$ cat config.mk
export PLATFORM = sky130hd
export DESIGN_NAME = horner_polynomial_root_check
export DESIGN_NICKNAME = d
export VERILOG_FILES = /design/src/hdl/hpr_pkg.sv /design/src/hdl/hpr_datapath.sv /design/src/hdl/horner_polynomial_root_check.sv
export SDC_FILE = /design/constraint.sdc
export NUM_CORES = 2
export LEC_CHECK = 0
export ABC_AREA = 1
export BUFFER_PORTS_ARGS = -buffer_cell sky130_fd_sc_hd__buf_2
export CAP_MARGIN = 20
export CORE_MARGIN = 2
export CORE_UTILIZATION = 46
export DETAILED_ROUTE_END_ITERATION = 10
export GPL_TIMING_DRIVEN = 0
export PLACE_DENSITY = 0.72
export SLEW_MARGIN = 20
export SYNTH_ARGS = -nofsm -noshare
export SYNTH_HDL_FRONTEND = slang
export SYNTH_SLANG_ARGS = --single-unit
$ cat constraint.sdc
create_clock -name clk_i -period 14.1 [get_ports clk_i]
set_input_delay 2.82 -clock clk_i [delete_from_list [all_inputs] [get_ports clk_i]]
set_output_delay 2.82 -clock clk_i [all_outputs]
set_load 0.1 [all_outputs]
$ cat src/hdl/hpr_pkg.sv
// ----------------------------------------------------------------------------
// hpr_pkg
// Shared types, constants and the microcode table of the Horner polynomial
// root check.
// ----------------------------------------------------------------------------
package hpr_pkg;

  localparam int unsigned COEFF_COUNT = 16;
  localparam int unsigned CIDX_W      = (COEFF_COUNT > 1) ? $clog2(COEFF_COUNT) : 1;
  localparam int unsigned UPC_W       = 3;
  localparam int unsigned ADDR_W      = 3;

  localparam logic [3:0]  DEG_RESET = 4'd3;
  localparam logic [15:0] TOL_RESET = 16'd7;

  localparam logic MODE_LOAD = 1'b0;
  localparam logic MODE_EVAL = 1'b1;

  typedef logic [CIDX_W-1:0] cidx_t;
  typedef logic [UPC_W-1:0]  upc_t;

  // Register select taken from paddr bit 2 (registers at byte offsets 0 and 4)
  typedef enum logic {
    REG_DEGREE    = 1'b0,
    REG_TOLERANCE = 1'b1
  } reg_e;

  // Datapath operation of one microcode step
  typedef enum logic [2:0] {
    OP_IDLE,
    OP_INIT,
    OP_MUL_LO,
    OP_MUL_HI,
    OP_PROD,
    OP_ADD,
    OP_DONE
  } uop_e;

  // Jump condition of one microcode step
  typedef enum logic [2:0] {
    COND_NEVER,
    COND_START,
    COND_IDX_ZERO,
    COND_IDX_NZ,
    COND_OUT_FREE
  } cond_e;

  typedef struct packed {
    uop_e  op;
    cond_e cond;
    upc_t  target;
    logic  hold;
  } uword_t;

  typedef struct packed {
    uop_e op;
    logic start;
  } dp_ctrl_t;

  typedef struct packed {
    logic idx_zero;
  } dp_stat_t;

  localparam upc_t UPC_WAIT   = 3'd0;
  localparam upc_t UPC_INIT   = 3'd1;
  localparam upc_t UPC_MUL_LO = 3'd2;
  localparam upc_t UPC_MUL_HI = 3'd3;
  localparam upc_t UPC_PROD   = 3'd4;
  localparam upc_t UPC_ADD    = 3'd5;
  localparam upc_t UPC_DONE   = 3'd6;

  // Jump to target when the condition holds, else hold or advance
  function automatic uword_t ucode_rom(upc_t pc);
    uword_t w;
    unique case (pc)
      UPC_WAIT:   w = '{op: OP_IDLE,   cond: COND_START,    target: UPC_INIT,   hold: 1'b1};
      UPC_INIT:   w = '{op: OP_INIT,   cond: COND_IDX_ZERO, target: UPC_DONE,   hold: 1'b0};
      UPC_MUL_LO: w = '{op: OP_MUL_LO, cond: COND_NEVER,    target: UPC_WAIT,   hold: 1'b0};
      UPC_MUL_HI: w = '{op: OP_MUL_HI, cond: COND_NEVER,    target: UPC_WAIT,   hold: 1'b0};
      UPC_PROD:   w = '{op: OP_PROD,   cond: COND_NEVER,    target: UPC_WAIT,   hold: 1'b0};
      UPC_ADD:    w = '{op: OP_ADD,    cond: COND_IDX_NZ,   target: UPC_MUL_LO, hold: 1'b0};
      UPC_DONE:   w = '{op: OP_DONE,   cond: COND_OUT_FREE, target: UPC_WAIT,   hold: 1'b1};
      default:    w = '{op: OP_IDLE,   cond: COND_NEVER,    target: UPC_WAIT,   hold: 1'b0};
    endcase
    return w;
  endfunction

endpackage

$ cat src/hdl/hpr_datapath.sv
// ----------------------------------------------------------------------------
// hpr_datapath
// Accumulator, shared 33x32 multiplier and saturating arithmetic for one
// Horner step, driven one operation per cycle by the sequencer.
// ----------------------------------------------------------------------------
module hpr_datapath (
  input  logic                  clk_i,
  input  hpr_pkg::dp_ctrl_t     ctrl_i,
  input  logic signed [31:0]    x_value_i,
  input  hpr_pkg::cidx_t        degree_i,
  input  logic signed [15:0]    coeff_i,
  input  logic [15:0]           tolerance_i,
  output hpr_pkg::cidx_t        idx_o,
  output hpr_pkg::dp_stat_t     stat_o,
  output logic signed [63:0]    acc_o,
  output logic                  ovf_o,
  output logic                  is_root_o
);
  import hpr_pkg::*;

  logic signed [31:0] x_q;
  logic signed [63:0] acc_q, acc_d;
  logic               ovf_q, ovf_d;
  cidx_t              idx_q, idx_d;
  logic signed [64:0] pp_lo_q, pp_hi_q;

  logic signed [32:0] mul_a;
  logic signed [64:0] mul_p;
  logic [95:0]        prod;
  logic               prod_sat;
  logic [63:0]        coeff_q16;
  logic [63:0]        sum;
  logic               sum_sat;
  logic [63:0]        mag;

  // Low half unsigned, high half signed: acc*x = hi*x*2^32 + lo*x
  assign mul_a = (ctrl_i.op == OP_MUL_LO) ? $signed({1'b0, acc_q[31:0]})
                                          : $signed({acc_q[63], acc_q[63:32]});
  assign mul_p = mul_a * x_q;

  assign prod     = {pp_hi_q[63:0], 32'b0} + {{31{pp_lo_q[64]}}, pp_lo_q};
  assign prod_sat = !((&prod[95:79]) || !(|prod[95:79]));

  assign coeff_q16 = {{32{coeff_i[15]}}, coeff_i, 16'b0};
  assign sum       = acc_q + coeff_q16;
  assign sum_sat   = (acc_q[63] == coeff_q16[63]) && (sum[63] != acc_q[63]);

  assign mag       = acc_q[63] ? (64'd0 - acc_q) : acc_q;
  assign is_root_o = mag < {48'b0, tolerance_i};

  always_comb begin
    acc_d = acc_q;
    ovf_d = ovf_q;
    idx_d = idx_q;
    case (ctrl_i.op)
      OP_IDLE: begin
        if (ctrl_i.start) begin
          idx_d = degree_i;
          ovf_d = 1'b0;
        end
      end
      OP_INIT: acc_d = coeff_q16;
      OP_PROD: begin
        idx_d = idx_q - cidx_t'(1);
        if (prod_sat) begin
          ovf_d = 1'b1;
          acc_d = prod[95] ? {1'b1, 63'b0} : {1'b0, {63{1'b1}}};
        end else begin
          acc_d = prod[79:16];
        end
      end
      OP_ADD: begin
        if (sum_sat) begin
          ovf_d = 1'b1;
          acc_d = acc_q[63] ? {1'b1, 63'b0} : {1'b0, {63{1'b1}}};
        end else begin
          acc_d = sum;
        end
      end
      default: ;
    endcase
  end

  always_ff @(posedge clk_i) begin
    acc_q <= acc_d;
    ovf_q <= ovf_d;
    idx_q <= idx_d;
    if (ctrl_i.op == OP_IDLE && ctrl_i.start) begin
      x_q <= x_value_i;
    end
    if (ctrl_i.op == OP_MUL_LO) begin
      pp_lo_q <= mul_p;
    end
    if (ctrl_i.op == OP_MUL_HI) begin
      pp_hi_q <= mul_p;
    end
  end

  assign idx_o           = idx_q;
  assign stat_o.idx_zero = (idx_q == '0);
  assign acc_o           = acc_q;
  assign ovf_o           = ovf_q;

endmodule

$ cat src/hdl/horner_polynomial_root_check.sv
// ----------------------------------------------------------------------------
// horner_polynomial_root_check
// Polynomial evaluation by Horner's rule with a root flag, run by a microcode
// sequencer over a coefficient table.
// ----------------------------------------------------------------------------
// Evaluation: four microcode steps per Horner step around the one shared
//   33x32 multiplier. A load gives no result and leaves the input ready.
//   A new evaluation is accepted only once the previous result has been
//   loaded into the result register.
// Reset: asynchronous, active low; clears the table, sets degree 3 and
//   tolerance 7, returns the sequencer to its wait step and drops the result.
module horner_polynomial_root_check (
  input  logic                      clk_i,
  input  logic                      rst_ni,
  // input transaction
  input  logic                      in_valid_i,
  output logic                      in_ready_o,
  input  logic                      mode_i,
  input  logic [3:0]                coeff_index_i,
  input  logic signed [15:0]        coeff_value_i,
  input  logic signed [31:0]        x_value_i,
  // result transaction
  output logic                      out_valid_o,
  input  logic                      out_ready_i,
  output logic signed [63:0]        poly_value_o,
  output logic                      is_root_o,
  output logic                      overflow_o,
  // configuration port
  input  logic                      psel,
  input  logic                      penable,
  input  logic                      pwrite,
  input  logic [hpr_pkg::ADDR_W-1:0] paddr,
  input  logic [31:0]               pwdata,
  output logic [31:0]               prdata,
  output logic                      pready
);
  import hpr_pkg::*;

  // Configuration registers
  logic [3:0]  degree_q;
  logic [15:0] tolerance_q;
  reg_e        reg_sel;
  logic        cfg_write;

  // Coefficient table, cleared by reset
  logic signed [15:0] coeff_table_q [COEFF_COUNT];

  // Sequencer
  upc_t   upc_q, upc_d;
  uword_t uword;
  logic   cond_hit;

  // Handshake helpers
  logic in_accept;
  logic start;
  logic out_free;
  logic out_load;

  // Datapath links
  dp_ctrl_t           dp_ctrl;
  dp_stat_t           dp_stat;
  cidx_t              dp_idx;
  cidx_t              degree_eff;
  logic signed [63:0] dp_acc;
  logic               dp_ovf;
  logic               dp_is_root;

  // Result register
  logic               out_valid_q;
  logic signed [63:0] poly_value_q;
  logic               is_root_q;
  logic               overflow_q;

  // --------------------------------------------------------------------------
  // Configuration: two registers decoded on address bit 2, byte lanes ignored
  // --------------------------------------------------------------------------
  assign reg_sel   = reg_e'(paddr[2]);
  assign cfg_write = psel && penable && pwrite;
  assign pready    = 1'b1;

  always_comb begin
    unique case (reg_sel)
      REG_DEGREE:    prdata = {28'b0, degree_q};
      REG_TOLERANCE: prdata = {16'b0, tolerance_q};
      default:       prdata = '0;
    endcase
  end

  always_ff @(posedge clk_i or negedge rst_ni) begin
    if (!rst_ni) begin
      degree_q    <= DEG_RESET;
      tolerance_q <= TOL_RESET;
    end else if (cfg_write) begin
      if (reg_sel == REG_DEGREE) begin
        degree_q <= pwdata[3:0];
      end else begin
        tolerance_q <= pwdata[15:0];
      end
    end
  end

  // Clamp the degree to the last table entry
  assign degree_eff = (32'(degree_q) > COEFF_COUNT - 1) ? cidx_t'(COEFF_COUNT - 1)
                                                         : cidx_t'(degree_q);

  // --------------------------------------------------------------------------
  // Input side: ready only in the wait step of the microcode
  // --------------------------------------------------------------------------
  assign uword      = ucode_rom(upc_q);
  assign in_ready_o = (uword.op == OP_IDLE);
  assign in_accept  = in_valid_i && in_ready_o;
  assign start      = in_accept && (mode_i == MODE_EVAL);

  // Load transaction: write one entry, drop writes beyond the table
  always_ff @(posedge clk_i or negedge rst_ni) begin
    if (!rst_ni) begin
      for (int i = 0; i < COEFF_COUNT; i++) begin
        coeff_table_q[i] <= '0;
      end
    end else if (in_accept && (mode_i == MODE_LOAD) && (32'(coeff_index_i) < COEFF_COUNT)) begin
      coeff_table_q[cidx_t'(coeff_index_i)] <= coeff_value_i;
    end
  end

  // --------------------------------------------------------------------------
  // Sequencer: jump on condition, else hold or advance
  // --------------------------------------------------------------------------
  assign out_free = !out_valid_q || out_ready_i;

  always_comb begin
    case (uword.cond)
      COND_START:    cond_hit = start;
      COND_IDX_ZERO: cond_hit = dp_stat.idx_zero;
      COND_IDX_NZ:   cond_hit = !dp_stat.idx_zero;
      COND_OUT_FREE: cond_hit = out_free;
      default:       cond_hit = 1'b0;
    endcase
    if (cond_hit) begin
      upc_d = uword.target;
    end else if (uword.hold) begin
      upc_d = upc_q;
    end else begin
      upc_d = upc_q + upc_t'(1);
    end
  end

  always_ff @(posedge clk_i or negedge rst_ni) begin
    if (!rst_ni) begin
      upc_q <= UPC_WAIT;
    end else begin
      upc_q <= upc_d;
    end
  end

  // --------------------------------------------------------------------------
  // Datapath
  // --------------------------------------------------------------------------
  assign dp_ctrl.op    = uword.op;
  assign dp_ctrl.start = start;

  hpr_datapath u_datapath (
    .clk_i       (clk_i),
    .ctrl_i      (dp_ctrl),
    .x_value_i   (x_value_i),
    .degree_i    (degree_eff),
    .coeff_i     (coeff_table_q[dp_idx]),
    .tolerance_i (tolerance_q),
    .idx_o       (dp_idx),
    .stat_o      (dp_stat),
    .acc_o       (dp_acc),
    .ovf_o       (dp_ovf),
    .is_root_o   (dp_is_root)
  );

  // --------------------------------------------------------------------------
  // Result register: load in the done step once the previous result is taken
  // --------------------------------------------------------------------------
  assign out_load = (uword.op == OP_DONE) && out_free;

  always_ff @(posedge clk_i or negedge rst_ni) begin
    if (!rst_ni) begin
      out_valid_q <= 1'b0;
    end else if (out_load) begin
      out_valid_q <= 1'b1;
    end else if (out_ready_i) begin
      out_valid_q <= 1'b0;
    end
  end

  always_ff @(posedge clk_i) begin
    if (out_load) begin
      poly_value_q <= dp_acc;
      is_root_q    <= dp_is_root;
      overflow_q   <= dp_ovf;
    end
  end

  assign out_valid_o  = out_valid_q;
  assign poly_value_o = poly_value_q;
  assign is_root_o    = is_root_q;
  assign overflow_o   = overflow_q;

endmodule

==> flow_metrics.tcl <==
set metrics [dict create \
    status "completed" \
    grt.overflow.total 0 \
    syn_to_final_growth_pct 9.05 \
    dr.pass1.iters 8 \
    slew_headroom_pct 16.3 \
    cts_tree "built" \
    clockRootBuffer "clkbuf_16" \
    fin_crit_sh_pct 88.4 \
    slowest_delay_ns 1.07 \
    avgViaCountPerCell 5.62 \
    cts_setup_buffers 0 \
    synth_area_leader_cell "fa_1" \
    synth_ff_type "edfxtp_1" \
    whs_path_depth 2 \
    cp_top_family "adder cells" \
    final_antenna_net_count 0 \
    cp_num_buf_inv 7 \
    gp_congestion 1.07 \
    grt_pass1_wl_um 418000 \
    grt_antenna_before_repair 4 \
    period_needed_ns 12.47 \
    rrSetupSlack_ns 1.63 \
    clk_latency_ns 0.72 \
    crit_path_end_kind "register" \
    synth_top_cell_area_share_pct 31.7 \
    drv_slew 0 \
    clock-sinks 560 \
    seqCellArea_um2 15400 \
    synth.area.top_cells "fa_1, edfxtp_1, nand2_1, dfrtp_1, inv_1" \
    syn_inst 8615 \
    syn_avg_cell_area_um2 8.15 \
    dpl.hpwl_um 234000 \
    cp.required_ns 14.56 \
    min_to "coeff_table_q[40]" \
    rr_worst_depth 31 \
    drt_wl_total_um 287000 \
    port_buffers 160 \
    rsz0062_at_grt "false" \
    cap_violations 0 \
    post_drt_wl_per_cell_um 26.1 \
    critPathLaunchType "register" \
    first_global_vias 62700 \
    clock_skew_ns 0.0572 \
    ctsResizeCount 0 \
    crit_top_cell "fa_1" \
    tightest_slew_ns 1.26 \
    vias 61700 \
    rr_endpoint "u_datapath.pp_hi_q[52]" \
    stdcell_count 11000 \
    core_area_um2 152000 \
    critical_path_class "register to register" \
    r2r_start "upc_q[0]" \
    multi_input_area_um2 47300 \
    nets 10400 \
    synth-async-reset-ratio_pct 50.0 \
    postCtsHoldBufs 0 \
    synth-seq-area-share_pct 22.0 \
    layout-drive-gt1-share_pct 4.68 \
    synth-edff-count 280 \
    cp_max_fo 10 \
    cp.arrival_ns 12.92 \
    cts.clk_slew.worst_paths_ns 0.06 \
    hold_viol_final 0 \
    initial_core_util_pct 46.3 \
    dieHeight_um 395 \
    ios 196 \
    track_usage_pct 37.0 \
    place_inst 10900 \
    drt_iter0_markers 6803 \
    htreeDepth 3 \
    fmax_mhz 80.2 \
    die_area_um2 156000 \
    die_w_um 395 \
    numCtsBuffers 67 \
    synthDistinctLibCells 59 \
    drc 0 \
    synth_area_um2 70200 \
    fillers 14800 \
    ys_ff_latch 560 \
    cts_buffer_depth 3 \
    min-delay-start "coeff_table_q[40]" \
    setup_viol 0 \
    min_path_type "register to register" \
    grt_start_max_net_pins 88 \
    critPathSlowestCell "clkinv_1" \
    rows 143 \
    ys_warn_count 0 \
]
==> logic make-up after synthesis <==
group / after synthesis / synth area share [%]
flops: 560 / 22.0
buf+inv: 2005 / 10.9
fa+ha+maj: 1432 / 37.4
xor+xnor: 207 / 2.59
compound gates: 1047 / 8.25
other cells: 2 / 0.0107
simple gates: 3362 / 18.8
==> state kept, by name, indices dropped and copies added (netlist names) <==
register            count
coeff_table_q         256
poly_value_o           64
u_datapath.acc_o       64
u_datapath.pp_hi_q     64
u_datapath.pp_lo_q     49
u_datapath.x_q         32
tolerance_q            16
degree_eff              4
u_datapath.idx_o        4
upc_q                   3
is_root_o               1
out_valid_o             1
overflow_o              1
u_datapath.ovf_o        1
==> stage by stage <==
stage | setup slack [ns] | cell area (um^2) | hold slack (ns) | util [%] | TNS, ns
global route | 1.51 | 76600 | 0.498 | 50.5 | 0
floorplan | 3.30 | 70300 | 0.400 | - | 0
CTS | 1.92 | 76500 | 0.483 | 50.4 | 0
global placement | -2.15 | 73600 | 0.460 | 48.5 | -108.60
finish | 1.63 | 76600 | 0.483 | 50.5 | 0
detailed placement | 2.02 | 74300 | 0.468 | 48.9 | 0
==> Yosys cell counts (19+ instances only) <==
library cell and n:
a31oi_1 25, nor3_1 48, inv_1 1622, nand3_1 185, nand4_1 57, o21ai_1 31, o211ai_1 30, o21bai_1 19
o21ai_0 562, nand2_1 1929, clkbuf_1 299, a21oi_1 248, edfxtp_1 280, ha_1 318, dfrtp_1 275, o221ai_1 49
nor4_1 19, xnor2_1 86, fa_1 1114, clkinv_1 25, nor2_1 1083, xor2_1 120
==> cell type report <==
cell class | count | share of cell area [%]
multi-input cells | 6065 | 61.8
flip-flops and latches | 560 | 20.1
inverters | 1664 | 8.16
well taps | 2030 | 3.32
clock buffers | 94 | 2.48
plain buffers | 341 | 1.89
repair buffers | 194 | 1.74
clock inverters | 26 | 0.475
diodes | 7 | 0.0229
==> per-layer routing <==
metal,wire length (um),part of all wire (%),global-route usage (%),up-vias
li1,-,-,-,26900
met1,110000,38,47.6,30400
met2,124000,43,56.2,3629
met3,31500,11,9.81,785
met4,21200,7.4,22.2,4
met5,181,0.063,0,-
==> worst reg2reg max path, delay by kind of cell (launching register included) <==
| kind | cells | cell delay (ns) |
|---|---|---|
| adder cells (fa/ha/maj) | 10 | 4.61 |
| XOR/XNOR | 1 | 0.28 |
| flip-flops | 1 | 0.44 |
| AO/OA/AOI/OAI | 7 | 3.37 |
| AND/OR/NAND/NOR | 6 | 1.35 |
| buffers and inverters | 7 | 2.16 |
==> how the worst max path moves through the flow <==
| stage | depth (start not counted) | to | from | slack (ns) |
|---|---|---|---|---|
| 6_report | 31 | u_datapath.pp_hi_q[52] | upc_q[0] | 1.63 |
| 5_1_grt | 31 | u_datapath.pp_hi_q[52] | upc_q[0] | 1.51 |
| 4_1_cts | 31 | u_datapath.pp_lo_q[52] | upc_q[0] | 1.92 |
| 3_5_place_dp | 31 | u_datapath.pp_hi_q[52] | upc_q[0] | 2.02 |
| 3_3_place_gp | 37 | u_datapath.pp_hi_q[57] | upc_q[0] | -2.15 |
| 2_1_floorplan | 34 | u_datapath.pp_hi_q[52] | upc_q[0] | 3.30 |
==> cell usage in the layout (no fill, tap or decap), types with 12 or more instances in the layout <==
cell type,Yosys,layout
nor3_1,48,47
fa_1,1114,1113
nand4_1,57,57
buf_6,11,19
o21ai_2,2,23
o221ai_1,49,49
clkbuf_1,299,306
clkbuf_16,0,68
o211ai_1,30,30
o21a_1,16,16
o21bai_1,19,19
o22ai_1,18,18
dfrtp_1,275,275
inv_1,1622,1621
buf_2,2,161
clkinv_1,25,29
conb_1,2,17
nor2_1,1083,1080
buf_4,18,26
xnor2_1,86,86
nand3_1,185,185
ha_1,318,318
o21ai_1,31,15
a31oi_1,25,25
a21o_1,15,15
a21oi_1,248,247
xor2_1,120,120
nor4_1,19,19
edfxtp_1,280,280
o21ai_0,562,556
nand2_1,1929,1927
or2_2,12,12
inv_2,17,17
Power is not shown: default switching activity piles up to over one toggle a cycle in this logic, so the estimate is an artifact.
